**src/bfc_pkg.sv**
```systemverilog
// ----------------------------------------------------------------------------
// bfc_pkg: shared types and constants of the BitTorrent flow classifier
// Message codes, payload patterns, flow table sizing and stage records.
// ----------------------------------------------------------------------------
package bfc_pkg;

	localparam int TABLE_ENTRIES = 64;
	localparam int CNT_W         = $clog2(TABLE_ENTRIES + 1);
	localparam int KEY_W         = 48;
	localparam int CFG_IDX_W     = 1;
	localparam int CFG_DATA_W    = 16;

	localparam logic [CFG_IDX_W-1:0] CFG_TCP_MIN_LEN = 1'd0;
	localparam logic [CFG_IDX_W-1:0] CFG_UDP_MIN_LEN = 1'd1;

	localparam logic [15:0] TCP_MIN_LEN_RST = 16'd64;
	localparam logic [15:0] UDP_MIN_LEN_RST = 16'd16;

	localparam logic [7:0] PROTO_TCP = 8'd6;
	localparam logic [7:0] PROTO_UDP = 8'd17;

	localparam logic [31:0] HANDSHAKE_WORD = 32'h7469_4213;
	localparam logic [31:0] GET_WORD       = 32'h2054_4547;
	localparam logic [63:0] ANNOUNCE_WORD  = 64'h6563_6e75_6f6e_6e61;
	localparam logic [63:0] SCRAPE_WORD    = 64'h693f_6570_6172_6373;
	localparam logic [63:0] UDP_MAGIC      = 64'h8019_1027_1704_0000;

	localparam logic [15:0] PATH_FIRST = 16'd5;
	localparam logic [15:0] PATH_LAST  = 16'd12;
	localparam logic [15:0] HEAD_BYTES = 16'd8;

	// progress through "&port=": 0..5 matched so far, then digits, then done
	localparam logic [2:0] PH_DIGITS = 3'd6;
	localparam logic [2:0] PH_DONE   = 3'd7;

	localparam logic [7:0] CHAR_AMP  = 8'h26;
	localparam logic [7:0] CHAR_ZERO = 8'h30;
	localparam logic [7:0] CHAR_NINE = 8'h39;

	typedef enum logic [2:0] {
		MSG_NONE      = 3'd0,
		MSG_HANDSHAKE = 3'd1,
		MSG_TCP_TRK   = 3'd2,
		MSG_UDP_TRK   = 3'd3,
		MSG_UDP_DATA  = 3'd4
	} msg_t;

	typedef struct packed {
		logic [7:0]  data_byte;
		logic        first_flag;
		logic        last_flag;
		logic [7:0]  proto;
		logic [31:0] src_ip;
		logic [15:0] src_port;
		logic [15:0] payload_len;
	} in_item_t;

	// table request of one finished packet
	typedef struct packed {
		msg_t             msg;
		logic             learn;
		logic             erase;
		logic [KEY_W-1:0] key;
	} tbl_req_t;

	function automatic logic [7:0] tag_byte(input logic [2:0] phase);
		logic [7:0] c;
		unique case (phase)
			3'd0:    c = 8'h26; // '&'
			3'd1:    c = 8'h70; // 'p'
			3'd2:    c = 8'h6f; // 'o'
			3'd3:    c = 8'h72; // 'r'
			3'd4:    c = 8'h74; // 't'
			3'd5:    c = 8'h3d; // '='
			default: c = 8'h00;
		endcase
		return c;
	endfunction

endpackage

```
**src/bfc_in_if.sv**
```systemverilog
// ----------------------------------------------------------------------------
// bfc_in_if: payload byte channel
// One payload byte with its packet header fields, valid/ready handshake.
// ----------------------------------------------------------------------------
interface bfc_in_if;
	logic        valid;
	logic        ready;
	logic [7:0]  data_byte;
	logic        first_flag;
	logic        last_flag;
	logic [7:0]  proto;
	logic [31:0] src_ip;
	logic [15:0] src_port;
	logic [15:0] payload_len;

	modport source (
		output valid, data_byte, first_flag, last_flag, proto, src_ip, src_port,
			payload_len,
		input  ready
	);
	modport sink (
		input  valid, data_byte, first_flag, last_flag, proto, src_ip, src_port,
			payload_len,
		output ready
	);
endinterface

```
**src/bfc_out_if.sv**
```systemverilog
// ----------------------------------------------------------------------------
// bfc_out_if: classification channel
// One classification per packet, valid/ready handshake.
// ----------------------------------------------------------------------------
interface bfc_out_if;
	logic       valid;
	logic       ready;
	logic [2:0] msg_type;
	logic       learned;
	logic       insert_dropped;
	logic [6:0] entry_count;

	modport source (
		output valid, msg_type, learned, insert_dropped, entry_count,
		input  ready
	);
	modport sink (
		input  valid, msg_type, learned, insert_dropped, entry_count,
		output ready
	);
endinterface

```
**src/bittorrent_flow_classifier.sv**
```systemverilog
// ----------------------------------------------------------------------------
// bittorrent_flow_classifier: BitTorrent packet classifier with flow table
// Scans payload bytes, classifies each packet and learns announce ports.
// ----------------------------------------------------------------------------
// Usage:
//   rx carries one payload byte per request with the packet header fields;
//   the fields of the byte flagged last_flag classify the packet. tx gives
//   one classification per packet; other bytes give nothing.
//   cfg_we/cfg_index/cfg_data write tcp_min_len and udp_min_len while idle.
// Throughput and pipeline:
//   One byte per cycle, sustained while tx takes results. A byte passes the
//   input stage (pattern scan and port parse), the table stage (parallel
//   compare over all flow entries, insert or erase) and the output register,
//   which holds the classification of the packet for tx.
// Reset:
//   Clears the scan state, all flow table valid bits and the entry count at
//   once; the config registers return to 64 and 16. No clearing pass.
// Stall:
//   While tx is stalled the output register holds; the input and table stages
//   keep filling, and rx drops ready only once a finished packet cannot move.
// ----------------------------------------------------------------------------
module bittorrent_flow_classifier (
	input  logic                               clk,
	input  logic                               arst_n,
	input  logic                               cfg_we,
	input  logic [bfc_pkg::CFG_IDX_W-1:0]      cfg_index,
	input  logic [bfc_pkg::CFG_DATA_W-1:0]     cfg_data,
	bfc_in_if.sink                             rx,
	bfc_out_if.source                          tx
);

	localparam int N = bfc_pkg::TABLE_ENTRIES;

	// config
	logic [15:0] tcp_min_q;
	logic [15:0] udp_min_q;

	// stage valids and payload
	logic                v_s1;
	bfc_pkg::in_item_t   d_s1;
	logic                v_s2;
	bfc_pkg::tbl_req_t   req_s2;
	logic                out_valid_q;
	bfc_pkg::msg_t       msg_q;
	logic                learned_q;
	logic                dropped_q;
	logic [6:0]          entry_q;

	// per-packet scan state
	logic [15:0] pos_q;
	logic [63:0] head_q;
	logic [63:0] path_q;
	logic [2:0]  phase_q;
	logic [15:0] port_q;
	logic        found_q;

	// flow table
	logic [bfc_pkg::KEY_W-1:0] keys_q [N];
	logic [N-1:0]              valid_q;
	logic [bfc_pkg::CNT_W-1:0] count_q;

	// handshake
	logic out_adv, s2_go, s2_free, s1_go, s1_free;

	assign out_adv = !out_valid_q || tx.ready;
	assign s2_go   = v_s2 && out_adv;
	assign s2_free = !v_s2 || s2_go;
	assign s1_go   = v_s1 && (!d_s1.last_flag || s2_free);
	assign s1_free = !v_s1 || s1_go;
	assign rx.ready = s1_free;

	// ---------------- input stage: scan one byte ----------------
	logic [15:0] pos;
	logic [63:0] head, head_n;
	logic [63:0] path, path_n;
	logic [2:0]  phase, phase_n;
	logic [15:0] port, port_n;
	logic        found, found_n;
	logic [15:0] pos_inc;
	logic [2:0]  path_idx;
	logic [7:0]  b;
	logic        is_digit;
	logic [3:0]  digit;
	logic        tcp_ok, udp_ok, is_get, announce;
	bfc_pkg::tbl_req_t req_n;

	always_comb begin
		b     = d_s1.data_byte;
		pos   = d_s1.first_flag ? 16'd0 : pos_q;
		head  = d_s1.first_flag ? 64'd0 : head_q;
		path  = d_s1.first_flag ? 64'd0 : path_q;
		phase = d_s1.first_flag ? 3'd0  : phase_q;
		port  = d_s1.first_flag ? 16'd0 : port_q;
		found = d_s1.first_flag ? 1'b0  : found_q;

		head_n = head;
		if (pos < bfc_pkg::HEAD_BYTES) begin
			head_n[{pos[2:0], 3'b000} +: 8] = b;
		end
		path_n   = path;
		path_idx = 3'(pos - bfc_pkg::PATH_FIRST);
		if (pos >= bfc_pkg::PATH_FIRST && pos <= bfc_pkg::PATH_LAST) begin
			path_n[{path_idx, 3'b000} +: 8] = b;
		end

		is_digit = (b >= bfc_pkg::CHAR_ZERO) && (b <= bfc_pkg::CHAR_NINE);
		digit    = 4'(b - bfc_pkg::CHAR_ZERO);
		phase_n  = phase;
		port_n   = port;
		found_n  = found;
		if (phase == bfc_pkg::PH_DIGITS) begin
			if (is_digit) begin
				port_n = 16'({port, 3'b000} + {port, 1'b0}) + {12'd0, digit};
			end else begin
				phase_n = bfc_pkg::PH_DONE;
			end
		end else if (phase != bfc_pkg::PH_DONE) begin
			if (b == bfc_pkg::tag_byte(phase) &&
			    (phase != 3'd0 || pos >= bfc_pkg::PATH_FIRST)) begin
				phase_n = phase + 3'd1;
				if (phase_n == bfc_pkg::PH_DIGITS) begin
					if (pos < d_s1.payload_len) begin
						found_n = 1'b1;
						port_n  = 16'd0;
					end else begin
						phase_n = bfc_pkg::PH_DONE;
					end
				end
			end else begin
				phase_n = (b == bfc_pkg::CHAR_AMP && pos >= bfc_pkg::PATH_FIRST) ? 3'd1 : 3'd0;
			end
		end

		pos_inc = (pos != 16'hFFFF) ? pos + 16'd1 : pos;

		// classification on the last byte
		tcp_ok   = (d_s1.proto == bfc_pkg::PROTO_TCP) && (d_s1.payload_len >= tcp_min_q);
		udp_ok   = (d_s1.proto == bfc_pkg::PROTO_UDP) && (d_s1.payload_len >= udp_min_q);
		is_get   = head_n[31:0] == bfc_pkg::GET_WORD;
		announce = is_get && (path_n == bfc_pkg::ANNOUNCE_WORD);

		req_n.msg   = bfc_pkg::MSG_NONE;
		req_n.learn = 1'b0;
		req_n.erase = 1'b0;
		req_n.key   = {d_s1.src_ip, d_s1.src_port};
		if (tcp_ok) begin
			req_n.key = {d_s1.src_ip, port_n};
			if (head_n[31:0] == bfc_pkg::HANDSHAKE_WORD) begin
				req_n.msg = bfc_pkg::MSG_HANDSHAKE;
			end else if (announce || (is_get && path_n == bfc_pkg::SCRAPE_WORD)) begin
				req_n.msg = bfc_pkg::MSG_TCP_TRK;
			end
			req_n.learn = announce && found_n;
		end else if (udp_ok) begin
			if (head_n == bfc_pkg::UDP_MAGIC) begin
				req_n.msg = bfc_pkg::MSG_UDP_TRK;
			end else begin
				req_n.erase = 1'b1;
			end
		end
	end

	// ---------------- table stage ----------------
	logic [N-1:0] match, free, free_oh;
	logic         hit, full, ins_do, drop_do, ers_do;
	logic [N-1:0] valid_n;
	logic [bfc_pkg::CNT_W-1:0] count_n;
	logic [31:0]  count_ext;
	bfc_pkg::msg_t msg_n;

	always_comb begin
		for (int i = 0; i < N; i++) begin
			match[i] = valid_q[i] && (keys_q[i] == req_s2.key);
		end
		hit     = |match;
		free    = ~valid_q;
		free_oh = free & (~free + 1'b1);
		full    = ~|free;
		ins_do  = req_s2.learn && !hit && !full;
		drop_do = req_s2.learn && !hit && full;
		ers_do  = req_s2.erase && hit;
		msg_n   = ers_do ? bfc_pkg::MSG_UDP_DATA : req_s2.msg;

		valid_n = valid_q;
		count_n = count_q;
		if (ins_do) begin
			valid_n = valid_q | free_oh;
			count_n = count_q + 1'b1;
		end else if (ers_do) begin
			valid_n = valid_q & ~match;
			count_n = count_q - 1'b1;
		end
		count_ext = 32'(count_n);
	end

	// ---------------- registers ----------------
	always_ff @(posedge clk or negedge arst_n) begin
		if (!arst_n) begin
			tcp_min_q   <= bfc_pkg::TCP_MIN_LEN_RST;
			udp_min_q   <= bfc_pkg::UDP_MIN_LEN_RST;
			v_s1        <= 1'b0;
			v_s2        <= 1'b0;
			out_valid_q <= 1'b0;
			pos_q       <= '0;
			head_q      <= '0;
			path_q      <= '0;
			phase_q     <= '0;
			port_q      <= '0;
			found_q     <= 1'b0;
			valid_q     <= '0;
			count_q     <= '0;
		end else begin
			if (cfg_we) begin
				unique case (cfg_index)
					bfc_pkg::CFG_TCP_MIN_LEN: tcp_min_q <= cfg_data;
					bfc_pkg::CFG_UDP_MIN_LEN: udp_min_q <= cfg_data;
					default: ;
				endcase
			end

			if (s1_free) begin
				v_s1 <= rx.valid;
			end
			if (s1_go) begin
				if (d_s1.last_flag) begin
					// packet done: restart for the next byte
					pos_q   <= '0;
					head_q  <= '0;
					path_q  <= '0;
					phase_q <= '0;
					port_q  <= '0;
					found_q <= 1'b0;
				end else begin
					pos_q   <= pos_inc;
					head_q  <= head_n;
					path_q  <= path_n;
					phase_q <= phase_n;
					port_q  <= port_n;
					found_q <= found_n;
				end
			end
			if (s2_free) begin
				v_s2 <= s1_go && d_s1.last_flag;
			end
			if (s2_go) begin
				valid_q <= valid_n;
				count_q <= count_n;
			end
			if (out_adv) begin
				out_valid_q <= v_s2;
			end
		end
	end

	always_ff @(posedge clk) begin
		if (s1_free && rx.valid) begin
			d_s1.data_byte   <= rx.data_byte;
			d_s1.first_flag  <= rx.first_flag;
			d_s1.last_flag   <= rx.last_flag;
			d_s1.proto       <= rx.proto;
			d_s1.src_ip      <= rx.src_ip;
			d_s1.src_port    <= rx.src_port;
			d_s1.payload_len <= rx.payload_len;
		end
		if (s2_free && s1_go && d_s1.last_flag) begin
			req_s2 <= req_n;
		end
		if (s2_go) begin
			msg_q     <= msg_n;
			learned_q <= ins_do;
			dropped_q <= drop_do;
			entry_q   <= (count_ext > 32'd127) ? 7'd127 : count_ext[6:0];
		end
	end

	always_ff @(posedge clk) begin
		for (int i = 0; i < N; i++) begin
			if (s2_go && ins_do && free_oh[i]) begin
				keys_q[i] <= req_s2.key;
			end
		end
	end

	assign tx.valid          = out_valid_q;
	assign tx.msg_type       = msg_q;
	assign tx.learned        = learned_q;
	assign tx.insert_dropped = dropped_q;
	assign tx.entry_count    = entry_q;

	// ---------------- assertions ----------------
	a_count_bound: assert property (@(posedge clk) disable iff (!arst_n)
		32'(count_q) <= N)
		else $error("entry count exceeds table size");

	a_learn_excl: assert property (@(posedge clk) disable iff (!arst_n)
		tx.valid |-> !(tx.learned && tx.insert_dropped))
		else $error("learned and insert_dropped both set");

	a_learn_msg: assert property (@(posedge clk) disable iff (!arst_n)
		(tx.valid && (tx.learned || tx.insert_dropped)) |->
		(tx.msg_type == bfc_pkg::MSG_TCP_TRK))
		else $error("table insert outside an announce request");

	a_count_inc: assert property (@(posedge clk) disable iff (!arst_n)
		(s2_go && ins_do) |=> (count_q == $past(count_q) + 1'b1))
		else $error("entry count not advanced on insert");

	a_no_dup: assert property (@(posedge clk) disable iff (!arst_n)
		v_s2 |-> $onehot0(match))
		else $error("duplicate key in flow table");

endmodule

```
**src/flat_wrapper.sv**
```systemverilog
// flat-port wrapper written by rule: the top's interface ports become plain ports
module bittorrent_flow_classifier_flat 
  (clk, arst_n, cfg_we, cfg_index, cfg_data, rx_valid, rx_data_byte, rx_first_flag, rx_last_flag, rx_proto, rx_src_ip, rx_src_port, rx_payload_len, rx_ready, tx_valid, tx_msg_type, tx_learned, tx_insert_dropped, tx_entry_count, tx_ready);
  bfc_in_if rx_i ();
  bfc_out_if tx_i ();
  input  logic clk;
  input  logic arst_n;
  input  logic cfg_we;
  input  logic [bfc_pkg::CFG_IDX_W-1:0] cfg_index;
  input  logic [bfc_pkg::CFG_DATA_W-1:0] cfg_data;
  input wire logic [$bits(rx_i.valid)-1:0] rx_valid;
  input wire logic [$bits(rx_i.data_byte)-1:0] rx_data_byte;
  input wire logic [$bits(rx_i.first_flag)-1:0] rx_first_flag;
  input wire logic [$bits(rx_i.last_flag)-1:0] rx_last_flag;
  input wire logic [$bits(rx_i.proto)-1:0] rx_proto;
  input wire logic [$bits(rx_i.src_ip)-1:0] rx_src_ip;
  input wire logic [$bits(rx_i.src_port)-1:0] rx_src_port;
  input wire logic [$bits(rx_i.payload_len)-1:0] rx_payload_len;
  output wire logic [$bits(rx_i.ready)-1:0] rx_ready;
  output wire logic [$bits(tx_i.valid)-1:0] tx_valid;
  output wire logic [$bits(tx_i.msg_type)-1:0] tx_msg_type;
  output wire logic [$bits(tx_i.learned)-1:0] tx_learned;
  output wire logic [$bits(tx_i.insert_dropped)-1:0] tx_insert_dropped;
  output wire logic [$bits(tx_i.entry_count)-1:0] tx_entry_count;
  input wire logic [$bits(tx_i.ready)-1:0] tx_ready;
  assign rx_i.valid = rx_valid;
  assign rx_i.data_byte = rx_data_byte;
  assign rx_i.first_flag = rx_first_flag;
  assign rx_i.last_flag = rx_last_flag;
  assign rx_i.proto = rx_proto;
  assign rx_i.src_ip = rx_src_ip;
  assign rx_i.src_port = rx_src_port;
  assign rx_i.payload_len = rx_payload_len;
  assign rx_ready = rx_i.ready;
  assign tx_valid = tx_i.valid;
  assign tx_msg_type = tx_i.msg_type;
  assign tx_learned = tx_i.learned;
  assign tx_insert_dropped = tx_i.insert_dropped;
  assign tx_entry_count = tx_i.entry_count;
  assign tx_i.ready = tx_ready;
  bittorrent_flow_classifier u_core (.clk(clk), .arst_n(arst_n), .cfg_we(cfg_we), .cfg_index(cfg_index), .cfg_data(cfg_data), .rx(rx_i), .tx(tx_i));
endmodule
```
**config.mk**
```make
export PLATFORM = sky130hd
export DESIGN_NAME = bittorrent_flow_classifier_flat
export DESIGN_NICKNAME = d
export VERILOG_FILES = /design/src/bfc_pkg.sv /design/src/bfc_in_if.sv /design/src/bfc_out_if.sv /design/src/bittorrent_flow_classifier.sv /design/src/flat_wrapper.sv
export SDC_FILE = /design/constraint.sdc
export NUM_CORES = 2
export LEC_CHECK = 0
export ABC_CLOCK_PERIOD_IN_PS = 13790
export BUFFER_PORTS_ARGS = -buffer_cell sky130_fd_sc_hd__clkbuf_2
export CORE_UTILIZATION = 60
export CTS_BUF_LIST = sky130_fd_sc_hd__clkbuf_2
export DETAILED_ROUTE_END_ITERATION = 8
export MAX_ROUTING_LAYER = met4
export PLACE_DENSITY = 0.73
export SLEW_MARGIN = 20
export SYNTH_ARGS = -nofsm -noshare
export SYNTH_HDL_FRONTEND = slang
export SYNTH_SLANG_ARGS = --single-unit
```
**constraint.sdc**
```tcl
create_clock -name clk -period 13.79 [get_ports clk]
set_input_delay 2.758 -clock clk [delete_from_list [all_inputs] [get_ports clk]]
set_output_delay 2.758 -clock clk [all_outputs]
set_load 0.02 [all_outputs]
```
==> metrics.md <==
| Metric | Value |
|---|---|
| Horizontal die dimension | `500 um` |
| Final GP Congestion | `0.889` |
| Number of flops mapped to enable cells by yosys | `3218` |
| Setup bufs post-CTS | `0` |
| Result of the run | `finished, final reports clean` |
| Number of instances on the worst hold path | `0` |
| Part of the total power dissipated in sequential elements | `59.3%` |
| Number of hold violations in the final report | `0` |
| Transition at the pin with the smallest max-transition slack | `1.38 ns` |
| Avg Synthesized Cell Area | `15.5 um^2` |
| Distinct cell type count after synthesis | `87` |
| Height of the die | `500 um` |
| Worst flop-to-flop path endpoint | `u_core.keys_q[0][1064]` |
| Crit share post-route | `58.3%` |
| # H-tree levels | `6` |
| Dominant cell by count in the synthesized netlist | `edfxtp_1` |
| Most instantiated flip-flop cell in the synthesis netlist | `edfxtp_1` |
| Number of instances in the synthesized netlist | `9610` |
| Cell-internal power | `14.7 mW` |
| Final net count | `10600` |
| Worst min-delay path endpoint | `u_core.req_s2[39]` |
| Combined area of all synthesized cells | `0.149 mm^2` |
| I/O pin count | `118` |
| Sequential fraction of the synthesis area | `69.6%` |
| Worst-path cell with the longest stage delay | `edfxtp_1` |
| Share of cells above drive strength 1 | `16.5%` |
| Final Slew Violations | `0` |
| Layout filler cell count | `17400` |
| Via count of the first global-routing pass | `87000` |
| Clock buffers created by TritonCTS | `848` |
| Number of vias per cell after detailed routing | `6.12` |
| WS Path Type | `reg2reg` |
| Via Count | `87500` |
| Switching power | `5.06 mW` |
| Time the final worst path needs with I/O delays and setup | `8.04 ns` |
| Residual DRC count | `0` |
| Hold buffer count at CTS | `0` |
| Sw frac | `25.7%` |
| Most common library cells after synthesis | `edfxtp_1, xnor2_1, nand4_1` |
| Number of routed nets with antenna violations | `0` |
| Worst min-delay path class | `reg2reg` |
| Cell area power density | `122 mW/mm^2` |
| Area fraction of the dominant cell type after synthesis | `65.0%` |
| Type of element capturing the critical path | `register` |
| Global-route wire length before repair | `581 mm` |
| Clock share of power | `33.7%` |
| Slew margin rel. | `8.04%` |
| Cell type with the highest occurrence count on the critical path | `buf_4` |
| HPWL after detailed placement | `216 mm` |
| Beginning of the worst hold path | `u_core.d_s1[55]` |
| Maximum number of pins on one net before global-route repair | `94` |
| Area Growth Syn to Fin | `8.92%` |
| Setup TNS | `0 ns` |
| RSZ-0062 raised after global routing | `no` |
| Critical path data arrival time | `9.56 ns` |
| Clock-pin slew on the worst setup and hold paths | `0.10 ns` |
| Overall fraction of global-route tracks in use | `32.8%` |
| Yosys reg bits | `3488` |
| Sink Count | `3488` |
| Cell accounting for the most synthesized area | `edfxtp_1` |
| Logic depth of the worst register-to-register path | `16` |
| Final Routed Wirelength | `398 mm` |
| Net Count, Synth | `9804` |
| Kind of launch point of the worst setup path | `register` |
| Combinational Power Share | `7.0%` |
| Critical Path, Cell by Cell | `buf_4, buf_4, xnor2_1, nand4_1, nor4_1, nand3_1, o2111ai_1, nor4_1, nand4_1, buf_4, nor3_2, buf_4, buf_4, nand2_1, nor4_2, buf_4` |
| Layout Skew | `0.229 ns` |
| Max Cap Violations | `0` |
| TritonCTS clock tree | `yes` |
| First-iteration detailed-routing DRC count | `10500` |
| Detailed-router iteration count before antenna repair | `9` |
| Dominant cells by area after synthesis | `edfxtp_1, xnor2_1, dfrtp_1` |
| Resized cells post-CTS | `0` |
| Critical path peak fanout | `48` |
| Core footprint | `0.246 mm^2` |
| Total die area | `0.250 mm^2` |
| Synth warnings | `0` |
| Worst hold margin | `0.379 ns` |
| Required time at the endpoint of the critical path | `15.31 ns` |
| Average wire per standard cell | `27.9 um` |
| Count of buffers from port buffering | `117` |
| Placement row count | `182` |
| Worst skew pair latency | `2.10 ns` |
| Peak supply drop | `0.0756 mV` |
| Max Clk Rate | `0.124 GHz` |
| Clock Tree Buf Depth | `4` |
| Post-synthesis async set-or-reset flop share | `7.74%` |
| Static leakage | `51.0 nW` |
| Maximum cell stage delay along the critical path | `1.01 ns` |
| FF-to-FF setup slack | `5.75 ns` |
| Initial antenna violation count | `17` |
| Endpoints failing setup | `0` |
| Initial cell density of the core | `60.4%` |
| Global route total overflow | `0` |
| Library cell used as clock root buffer | `clkbuf_2` |
| RR Startpoint | `u_core.req_s2[22]` |
## layer usage
layer | track usage [%] | vias up | wire, um
li1 | - | 37600 | -
met3 | 5.48 | 694 | 37700
met5 | - | - | 0
met2 | 50.6 | 4835 | 188000
met4 | 10.8 | 0 | 11500
met1 | 44.9 | 44300 | 161000
## layout make-up
cell class | count | area [um^2] | share of cell area, %
clock buffers | 1257 | 6290 | 3.89
flip-flops and latches | 3488 | 103000 | 63.9
repair buffers | 383 | 3340 | 2.06
multi-input cells | 5565 | 43100 | 26.6
inverters | 122 | 458 | 0.283
clock inverters | 231 | 1190 | 0.737
well taps | 3220 | 4030 | 2.49
diodes | 15 | 37.5 | 0.0232
## kinds of logic after synthesis
logic type      Yosys count  synth area share (%)
flops                  3488                  69.6
xor+xnor               3100                  18.3
simple gates           1802                  7.00
buf+inv                 557                  1.71
compound gates          535                  2.39
fa+ha+maj                91                 0.775
mux                      37                 0.267
## registers in the layout, indices dropped and copies added, names as in the netlist, 8 cells and up
signal	count
u_core.head_q	64
u_core.d_s1	74
u_core.port_q	16
u_core.path_q	64
u_core.valid_q	64
u_core.req_s2	52
u_core.pos_q	16
u_core.udp_min_q	16
u_core.tcp_min_q	16
u_core.keys_q	3072
u_core.b	8
## power groups by stage
| stage | clock (mW) | combinational (mW) | sequential (mW) |
|---|---|---|---|
| 6_report | 6.64 | 1.38 | 11.7 |
| 5_1_grt | 7.27 | 1.46 | 11.7 |
| 4_1_cts | 6.75 | 1.38 | 11.7 |
| 3_5_place_dp | 0 | 1.37 | 11.9 |
| 3_3_place_gp | 0 | 1.34 | 11.9 |
| 2_1_floorplan | 0 | 0.784 | 12.0 |
## metrics by stage
step	util [%]	power, mW	instance area, um^2	setup WS, ns	cells
3_3_place_gp	62.6	13.3	154000	6.09	12800
5_1_grt	65.8	20.4	162000	5.61	14300
3_5_place_dp	62.7	13.3	154000	6.09	12800
6_report	65.8	19.7	162000	5.75	14300
4_1_cts	65.8	19.8	162000	5.87	14300
2_1_floorplan	-	12.8	149000	4.82	9610
## placed cells by master (no fill, tap or decap), drive strengths merged, types with 88 or more instances in the layout
cell / count
buf: 267
clkbuf: 1373
clkinv: 202
dfrtp: 268
edfxtp: 3218
ha: 88
inv: 135
nand2: 228
nand3: 91
nand4: 878
nor2: 136
nor4: 229
o21ai: 193
xnor2: 3087
## how the worst max path moves through the flow
stage / start / end / cells past startpoint
after global placement: u_core.req_s2[22] / u_core.keys_q[0][779] / 16
after detailed placement: u_core.req_s2[22] / u_core.keys_q[0][1072] / 16
after floorplan: tx_ready / u_core.keys_q[1][336] / 7
after global routing: u_core.req_s2[22] / u_core.keys_q[0][1072] / 16
final: u_core.req_s2[22] / u_core.keys_q[0][1064] / 16
after CTS: u_core.req_s2[22] / u_core.keys_q[0][1095] / 16
## worst max-delay path: cells and delay by family, from the launching register on
family                    cells  cell delay [ns]
AOI/OAI and AO/OA             1             0.49
xor gates and xnor gates      1             0.14
buffers and inverters         6             2.84
DFF                           1             1.01
and+or+nand+nor               8             2.86
No activity file was read; power rests on OpenSTA's default activity.
